[src/rtl/rse_pkg.sv]
// Package for the rectangle swap engine.
// Sizes, codes, request type and cell address helper; no dependencies.
package rse_pkg;

  localparam int MAX_ROWS = 64;
  localparam int MAX_COLS = 64;
  localparam int DEPTH    = MAX_ROWS * MAX_COLS;
  localparam int ADDR_W   = $clog2(DEPTH);
  localparam int DATA_W   = 32;
  localparam int FIELD_W  = 7;
  localparam int CMP_W    = 12;
  localparam int CFG_IDX_W = 1;

  localparam logic [CFG_IDX_W-1:0] CFG_ROWS = 1'd0;
  localparam logic [CFG_IDX_W-1:0] CFG_COLS = 1'd1;
  localparam logic [FIELD_W-1:0]   DIM_RESET = 7'd64;

  typedef enum logic [1:0] {
    OP_WRITE = 2'd0,
    OP_READ  = 2'd1,
    OP_SWAP  = 2'd2
  } op_t;

  typedef enum logic [1:0] {
    ST_OK      = 2'd0,
    ST_RANGE   = 2'd1,
    ST_OVERLAP = 2'd2
  } status_t;

  typedef enum logic [2:0] {
    S_IDLE,
    S_CHECK,
    S_READ,
    S_SW_RD,
    S_SW_WP,
    S_SW_WQ,
    S_DONE
  } state_t;

  typedef struct packed {
    logic [1:0]         op;
    logic [FIELD_W-1:0] row_a;
    logic [FIELD_W-1:0] col_a;
    logic [FIELD_W-1:0] row_b;
    logic [FIELD_W-1:0] col_b;
    logic [FIELD_W-1:0] block_height;
    logic [FIELD_W-1:0] block_width;
    logic [DATA_W-1:0]  write_value;
  } req_t;

  // zero-based row and column to flat cell address
  function automatic logic [ADDR_W-1:0] cell_addr(input logic [FIELD_W:0] row0,
                                                 input logic [FIELD_W:0] col0);
    logic [ADDR_W-1:0] r;
    logic [ADDR_W-1:0] c;
    r = ADDR_W'(row0);
    c = ADDR_W'(col0);
    return ADDR_W'(r * ADDR_W'(MAX_COLS)) + c;
  endfunction

endpackage

[src/rtl/rse_check.sv]
// Request checker: range and overlap test of a latched request.
// Depends on rse_pkg.
module rse_check (
  input  rse_pkg::req_t                 req,
  input  logic [rse_pkg::CMP_W-1:0]     lim_rows,
  input  logic [rse_pkg::CMP_W-1:0]     lim_cols,
  output rse_pkg::status_t              status
);
  import rse_pkg::*;

  function automatic logic span_ok(input logic [FIELD_W-1:0] first,
                                   input logic [FIELD_W-1:0] len,
                                   input logic [CMP_W-1:0] lim);
    logic [CMP_W-1:0] last;
    last = CMP_W'(first) + CMP_W'(len) - CMP_W'(1);
    return (first != '0) && (len != '0) && (last <= lim);
  endfunction

  logic [CMP_W-1:0] ra, rb, ca, cb, h, w;
  logic             cell_ok, swap_ok, rows_meet, cols_meet;

  always_comb begin
    ra = CMP_W'(req.row_a);
    rb = CMP_W'(req.row_b);
    ca = CMP_W'(req.col_a);
    cb = CMP_W'(req.col_b);
    h  = CMP_W'(req.block_height);
    w  = CMP_W'(req.block_width);
    cell_ok = span_ok(req.row_a, FIELD_W'(1), lim_rows) &&
              span_ok(req.col_a, FIELD_W'(1), lim_cols);
    swap_ok = span_ok(req.row_a, req.block_height, lim_rows) &&
              span_ok(req.row_b, req.block_height, lim_rows) &&
              span_ok(req.col_a, req.block_width, lim_cols) &&
              span_ok(req.col_b, req.block_width, lim_cols);
    rows_meet = (ra < rb + h) && (rb < ra + h);
    cols_meet = (ca < cb + w) && (cb < ca + w);
    unique case (req.op)
      OP_WRITE, OP_READ: status = cell_ok ? ST_OK : ST_RANGE;
      OP_SWAP: begin
        if (!swap_ok) begin
          status = ST_RANGE;
        end else if (rows_meet && cols_meet) begin
          status = ST_OVERLAP;
        end else begin
          status = ST_OK;
        end
      end
      default: status = ST_RANGE;
    endcase
  end

endmodule

[config.mk]
export PLATFORM = sky130hd
export DESIGN_NAME = rse_check
export DESIGN_NICKNAME = d
export VERILOG_FILES = /design/src/rtl/rse_pkg.sv /design/src/rtl/rse_check.sv
export SDC_FILE = /design/constraint.sdc
export NUM_CORES = 1
export LEC_CHECK = 0
export BUFFER_PORTS_ARGS = -buffer_cell sky130_fd_sc_hd__buf_2
export CAP_MARGIN = 10
export CORE_ASPECT_RATIO = 1.25
export CORE_MARGIN = 2
export CORE_UTILIZATION = 57
export DETAILED_ROUTE_END_ITERATION = 16
export GPL_TIMING_DRIVEN = 0
export PLACE_DENSITY = 0.85
export SLEW_MARGIN = 20
export SYNTH_ARGS = -nofsm -noshare
export SYNTH_HDL_FRONTEND = slang
export SYNTH_SLANG_ARGS = --single-unit
[constraint.sdc]
create_clock -name vclk -period 6.7
set_clock_uncertainty 0.1 [all_clocks]
set_input_delay 1.34 -clock vclk [all_inputs]
set_output_delay 1.34 -clock vclk [all_outputs]
set_load 0.02 [all_outputs]
# Word level (Yosys, flattened, before mapping)
# Cells that the tools add are included.
[word_totals] reg_bits=0 in_bits=100 elab_cells=53
[classes] addsub=12 n_lt_le_gt_ge=10 n_eq_ne=2 muxes=4 reduce_logical=25
[ops] cell="less-or-equal comparator 12 bit" count=6
[ops] cell="subtractor 12 x 1 -> 12 bit (second input constant)" count=4
[ops] cell="nonzero test 7 bit" count=6
[ops] cell="adder 7 x 7 -> 8 bit" count=4
[ops] cell="less-than comparator 7 x 8 -> 1 bit" count=4
[ops] cell="subtractor 8 x 1 -> 9 bit (second input constant)" count=2
[ops] cell="logical AND 1 bit" count=17
[ops] cell="adder 7 x 1 -> 8 bit (second input constant)" count=2
[ops] cell="two-way mux 2 bit" count=2
[ops] cell="case mux 2 bit (2 select lines)" count=1
[ops] cell="equality test 2 x 1 -> 1 bit (second input constant)" count=1
[ops] cell="equality test 2 bit (second input constant)" count=1
[ops] cell="logical NOT 2 bit" count=1
[ops] cell="OR reduction 2 bit" count=1
[ops] cell="two-way mux 1 bit" count=1

# Logic depth before layout (Yosys ltp)
# Gate-level depths: netlist of the first run.
[depth] word_depth=9 depth_mapped=16

# Least setup slack after synthesis of the first run
# OpenSTA, ideal clock, no wires.
[synth_timing] path_type="input-to-output" start="in req[39] (netlist name)" end="out status[1]" arrival_ns=4.485 t_required_ns=5.260 setup_slack_ns=0.775 cell_stages=14 path_buffers=0 cell_sequence="ha_1 fa_1 a21o_1 a21oi_2 nor4b_1 or3_4 nor4_2 xnor2_1 ha_1 a21oi_1 a21oi_1 a2111oi_0 o32a_1 and4b_1"
[synth_between] elab_chain_cells=9
[synth_lines] item="start: declaration" line_no="rse_check.sv:4" source="input rse_pkg::req_t req,"
[synth_lines] item="adder 7 x 7 -> 8 bit" line_no="rse_check.sv:15, rse_check.sv:35"
[synth_lines] item="subtractor 12 x 1 -> 12 bit" line_no="rse_check.sv:15" source="last = CMP_W'(first) + CMP_W'(len) - CMP_W'(1);"
[synth_lines] item="less-or-equal comparator 12 bit" line_no="rse_check.sv:16" source="return (first != '0) && (len != '0) && (last <= lim);"
[synth_lines] item="logical AND 1 bit" line_no="rse_check.sv:16"
[synth_lines] item="logical AND 1 bit" line_no="rse_check.sv:31" source="swap_ok = span_ok(req.row_a, req.block_height, lim_rows) &&"
[synth_lines] item="logical AND 1 bit" line_no="rse_check.sv:32" source="span_ok(req.row_b, req.block_height, lim_rows) &&"
[synth_lines] item="logical AND 1 bit" line_no="rse_check.sv:33" source="span_ok(req.col_a, req.block_width, lim_cols) &&"
[synth_lines] item="two-way mux 2 bit *" line_no="rse_check.sv:40" source="if (!swap_ok) begin"
[synth_lines] item="case mux 2 bit (2 select lines) *" line_no="rse_check.sv:37" source="unique case (req.op)"
[synth_lines] item="end: declaration" line_no="rse_check.sv:7" source="output rse_pkg::status_t status"
# Mark *: on every way between the ends. The rest lies on a longest branch, timed or not.

# Worst setup path after layout of the first run
[layout_timing] start="in req[32] (netlist name)" end="out status[1]"
[layout_between] elab_chain_cells=8
[layout_lines] item="adder 7 x 7 -> 8 bit" line_no="rse_check.sv:15, rse_check.sv:36"
[layout_lines] item="subtractor 12 x 1 -> 12 bit" line_no="rse_check.sv:15"
[layout_lines] item="less-or-equal comparator 12 bit" line_no="rse_check.sv:16"
[layout_lines] item="logical AND 1 bit" line_no="rse_check.sv:16"
[layout_lines] item="logical AND 1 bit" line_no="rse_check.sv:32"
[layout_lines] item="logical AND 1 bit" line_no="rse_check.sv:33"
[layout_lines] item="two-way mux 2 bit *" line_no="rse_check.sv:40"
[layout_lines] item="case mux 2 bit (2 select lines) *" line_no="rse_check.sv:37"
# Marked as above.

==> flow_metrics.tcl, run 1 <==
set metrics [dict create \
    tightest_slew_ns 0.907 \
    hold_viol_final 0 \
    critical_path.cell_chain "buf_2 > ha_1 > fa_2 > a21o_1 > a21oi_4 > nor4b_1 > or3_4 > nor4_2 > xnor2_1 > ha_1 > and4_1 > o31a_1 > o31ai_2 > nand4_1 > and4b_1 > buf_2" \
    leakage_nw 2.22 \
    drive_above_1_share_pct 18.9 \
    n_antenna_cell 0 \
    hp-class "input pin to primary output" \
    synthTopCellsByArea "ha_1 38%, xnor2_1 5.0%, inv_1 5.0%, a21o_1 4.3%, a21oi_1 3.8%" \
    drt_first_pass_iters 5 \
    cp.arrival_ns 5.08 \
    row_count 33 \
    start_util_pct 58.9 \
    ys_warn_count 0 \
    routed_via_density 6.21 \
    synth.net_count 703 \
    yosys.area.top_type "ha_1" \
    setup_viol 0 \
    maxCapViolations 0 \
    gr-total-overflow 0 \
    hold_buffers 0 \
    rsz0062_at_grt "no" \
    die-area_sq_mm 0.00742 \
    vias 3959 \
    placed_cell_area_sq_mm 0.00430 \
    final_area_sq_mm 0.00436 \
    startpoint_type "input pin" \
    power.total_mw 0.492 \
    slew_violations 0 \
    design.seq.count 0 \
    slew_headroom_pct 37.9 \
    cp_max_fo 3 \
    cp_slowest_cell "or3_4" \
    period_share_pct 97.3 \
    seq_area_frac_synth_pct 0 \
    synth_top_area_share_pct 38.4 \
    globalRouteTotalUtil_pct 29.2 \
    layout_commonest_cell "ha_1" \
    synth_cells 481 \
    num-nets-final 775 \
    ant_nets 0 \
    antenna_found_initial 0 \
    dpl.hpwl_microns 9510 \
    grt_pass1_wl_microns 17700 \
    route.detailed.drc 0 \
    path_class "input pin to primary output" \
    portBuffers 70 \
    status "finished, final reports clean" \
    nClkBuffers 0 \
    place_congestion 0.929 \
    postSynthAreaPerCell_sq_um 7.99 \
    areaGrowthSynthToFinish_pct 13.6 \
    drt-initial-drc-count 166 \
    clock.fmax_ghz 0.153 \
    die_w_microns 77.4 \
    period_minus_slack_ns 6.52 \
    end_kind "primary output" \
    syn-cell-area_sq_mm 0.00384 \
    cts_setup_buffers 0 \
    routed_wl_microns 10800 \
    p_per_area_mw_per_mm2 113 \
    final_cell_mix "118 x ha_1, 70 x buf_2, 51 x inv_1" \
    io_pins 102 \
    die-height_microns 95.8 \
    wl_per_cell_microns 16.9 \
    slowest_delay_ns 0.40 \
    core_area_sq_mm 0.00652 \
    grt_pass1_vias 4021 \
    seq_area_sq_um 0 \
    synthDistinctLibCells 59 \
    cp_data_required_time_ns 5.26 \
    grt_max_degree 8 \
    vdd_ir_drop_max_mv 0.0701 \
]
==> cells by family (layout without fill, tap and decap cells) <==
kind of cell / after synthesis / in the layout / share of synthesized area, %
adder cells (fa/ha/maj): 122 / 122 / 40.5
multiplexers: 2 / 2 / 0.554
AO/OA/AOI/OAI: 118 / 118 / 22.5
AND/OR/NAND/NOR: 146 / 146 / 21.3
buffers and inverters: 53 / 123 / 5.18
XOR/XNOR: 40 / 40 / 9.90
==> final cells by class <==
type	instances	area [sq um]
inverter	53	199
fill	568	2160
multi-input combinational	428	3700
timing repair buffer	70	350
tap	87	109
==> critical path: cells and delay by family <==
kind	cells	cell delay [ns]
simple gates	6	1.47
fa+ha+maj	3	0.90
compound gates	4	0.89
buf+inv	2	0.29
xor+xnor	1	0.18
==> path summary, 6_finish.rpt <==
path	to	cells past startpoint	start	slack [ns]
min	status[0]	4	req[75]	3.08
max	status[1]	16	req[32]	0.18
==> through the flow <==
step           TNS (ns)  hold WS (ns)  cells  setup slack [ns]  utilization [%]
2_1_floorplan         0          2.97    481             0.775                -
3_3_place_gp          0          3.06    638            0.0914             65.9
3_5_place_dp   -0.00513          3.07    638          -0.00513             65.9
4_1_cts               0          3.07    638             0.101             66.0
5_1_grt               0          3.12    638            0.0397             66.9
6_report              0          3.08    638             0.178             66.9
==> synthesized netlist by cell type (all sizes together), types with 2 or more instances <==
cell type  number
ha            118
o211ai          9
nor2           26
a31oi           3
inv            53
nor4           17
nand3          16
nor4b           2
and3            2
a21oi          35
a211oi          5
a21o           22
o2111ai         5
nand2          26
fa              4
nand4          16
nor2b           9
or3             5
o211a           2
xor2           18
xnor2          22
a2111oi         5
nor3            6
o21a            7
nand2b         10
or4             5
or3b            2
o21ai          11
==> per-layer routing <==
metal / vias to the layer above / routed length [microns] / global-route usage [%]
met1: 1827 / 4250 / 31.3
met4: 0 / 388 / 11.0
met5: - / 0 / 0
met2: 139 / 5700 / 59.5
met3: 39 / 464 / 1.69
li1: 1954 / - / -
==> where the power goes <==
group | switching, mW | internal (mW)
combinational | 0.286 | 0.207
clock | 0 | 0
sequential | 0 | 0
==> repair_timing <==
item	in CTS	in global routing
pin swaps	0	3
endpoints found under the setup margin	1	1
gates cloned	0	0
gates resized for setup	1	9
Power figures use the tool's default switching activity.
==> run 2: changes to the inputs <==
--- a/config.mk
+++ b/config.mk
@@ -13,6 +13,7 @@
 export DETAILED_ROUTE_END_ITERATION = 16
 export GPL_TIMING_DRIVEN = 0
 export PLACE_DENSITY = 0.85
+export RECOVER_POWER = 100
 export SLEW_MARGIN = 20
 export SYNTH_ARGS = -nofsm -noshare
 export SYNTH_HDL_FRONTEND = slang
==> flow_metrics.tcl, run 2 (same netlist as run 1, synthesis figures left out) <==
set metrics [dict create \
    die-height_microns 95.8 \
    gr-total-overflow 0 \
    areaGrowthSynthToFinish_pct 13.4 \
    io_pins 102 \
    final_cells 638 \
    routed_wl_microns 10800 \
    post-route-util_pct 66.7 \
    tightest_slew_ns 0.907 \
    numPlacedInstances 638 \
    leakage_nw 2.22 \
    slew_violations 0 \
    hold_depth 4 \
    startpoint_type "input pin" \
    grt_pass1_vias 4021 \
    cp_max_fo 3 \
    routed_via_density 6.21 \
    die_w_microns 77.4 \
    ant_nets 0 \
    layout_commonest_cell "ha_1" \
    cts_setup_buffers 0 \
    design.seq.count 0 \
    hp-class "input pin to primary output" \
    n_antenna_cell 0 \
    route.detailed.drc 0 \
    vdd_ir_drop_max_mv 0.0680 \
    seq_area_sq_um 0 \
    status "finished, final reports clean" \
    nClkBuffers 0 \
    multi_input_area_sq_mm 0.00370 \
    p_per_area_mw_per_mm2 113 \
    drive_above_1_share_pct 18.9 \
    period_minus_slack_ns 6.52 \
    hold_viol_final 0 \
    antenna_found_initial 0 \
    dp_slack_ns -0.00513 \
    end_kind "primary output" \
    setup_viol 0 \
    n_fill_cell 568 \
    row_count 33 \
    grt_pass1_wl_microns 17700 \
    vias 3961 \
    rsz0062_at_grt "no" \
    worstHoldEndpoint "status[0]" \
    core_area_sq_mm 0.00652 \
    path_class "input pin to primary output" \
    num-nets-final 775 \
    globalRouteTotalUtil_pct 29.2 \
    place_congestion 0.929 \
    drt_first_pass_iters 5 \
    worst_slack_ns 0.178 \
    cp_data_required_time_ns 5.26 \
    cp.arrival_ns 5.08 \
    drt-initial-drc-count 162 \
    period_share_pct 97.3 \
    hp-start "req[75]" \
    start_util_pct 58.9 \
    clock.fmax_ghz 0.153 \
    wl_per_cell_microns 16.9 \
    final_cell_mix "118 x ha_1, 70 x buf_2, 51 x inv_1" \
    slew_headroom_pct 37.9 \
    portBuffers 70 \
    dpl.hpwl_microns 9510 \
    die-area_sq_mm 0.00742 \
    grt_max_degree 8 \
    hold_buffers 0 \
    setup_tns_ns 0 \
    maxCapViolations 0 \
]
-- run 2: final cells by class --
cell class | count | share of cell area [%]
multi-input cells | 428 | 84.9
repair buffers | 70 | 8.05
inverters | 53 | 4.57
well taps | 87 | 2.50
-- run 2: what timing repair did --
action / 4_1_cts / 5_1_grt
setup endpoints to repair: 1 / 1
resized for setup: 1 / 9
pin swaps: 0 / 3
hold endpoints to repair: 0 / 0
-- run 2: where the power goes --
| part | leakage [nW] | internal, mW | switching [mW] |
|---|---|---|---|
| clock | 0 | 0 | 0 |
| sequential | 0 | 0 | 0 |
| combinational | 2.22 | 0.206 | 0.284 |
| total | 2.22 | 0.206 | 0.284 |
-- run 2: worst max path at each step --
stage	startpoint	endpoint	slack [ns]
after floorplan	req[39]	status[1]	0.77
after global placement	req[32]	status[1]	0.09
after detailed placement	req[32]	status[1]	-0.005
after CTS	req[32]	status[1]	0.10
after global routing	req[32]	status[1]	0.03
final	req[32]	status[1]	0.18
-- run 2: metal layers --
layer	routed length (microns)	vias to the layer above	track usage, %
met5	0	-	0
met4	388	0	11.0
met3	464	39	1.69
met2	5690	139	59.5
met1	4240	1829	31.3
li1	-	1954	-
-- run 2: worst max-delay path: stages --
cell and delay [ns]:
buf_2 0.12, ha_1 0.23, fa_2 0.38, a21o_1 0.20, a21oi_4 0.18, nor4b_1 0.07, or3_4 0.40, nor4_2 0.31
xnor2_1 0.18, ha_1 0.29, and4_1 0.20, o31a_1 0.11, o31ai_2 0.40, nand4_1 0.16, and4b_1 0.33, buf_2 0.17
-- run 2: stage by stage --
| stage | total power, mW | instance area [sq um] | hold WS, ns |
|---|---|---|---|
| 2_1_floorplan | 0.343 | 3840 | 2.97 |
| 3_3_place_gp | 0.447 | 4300 | 3.06 |
| 3_5_place_dp | 0.473 | 4300 | 3.07 |
| 4_1_cts | 0.476 | 4310 | 3.07 |
| 5_1_grt | 0.550 | 4350 | 3.12 |
| 6_report | 0.490 | 4350 | 3.08 |
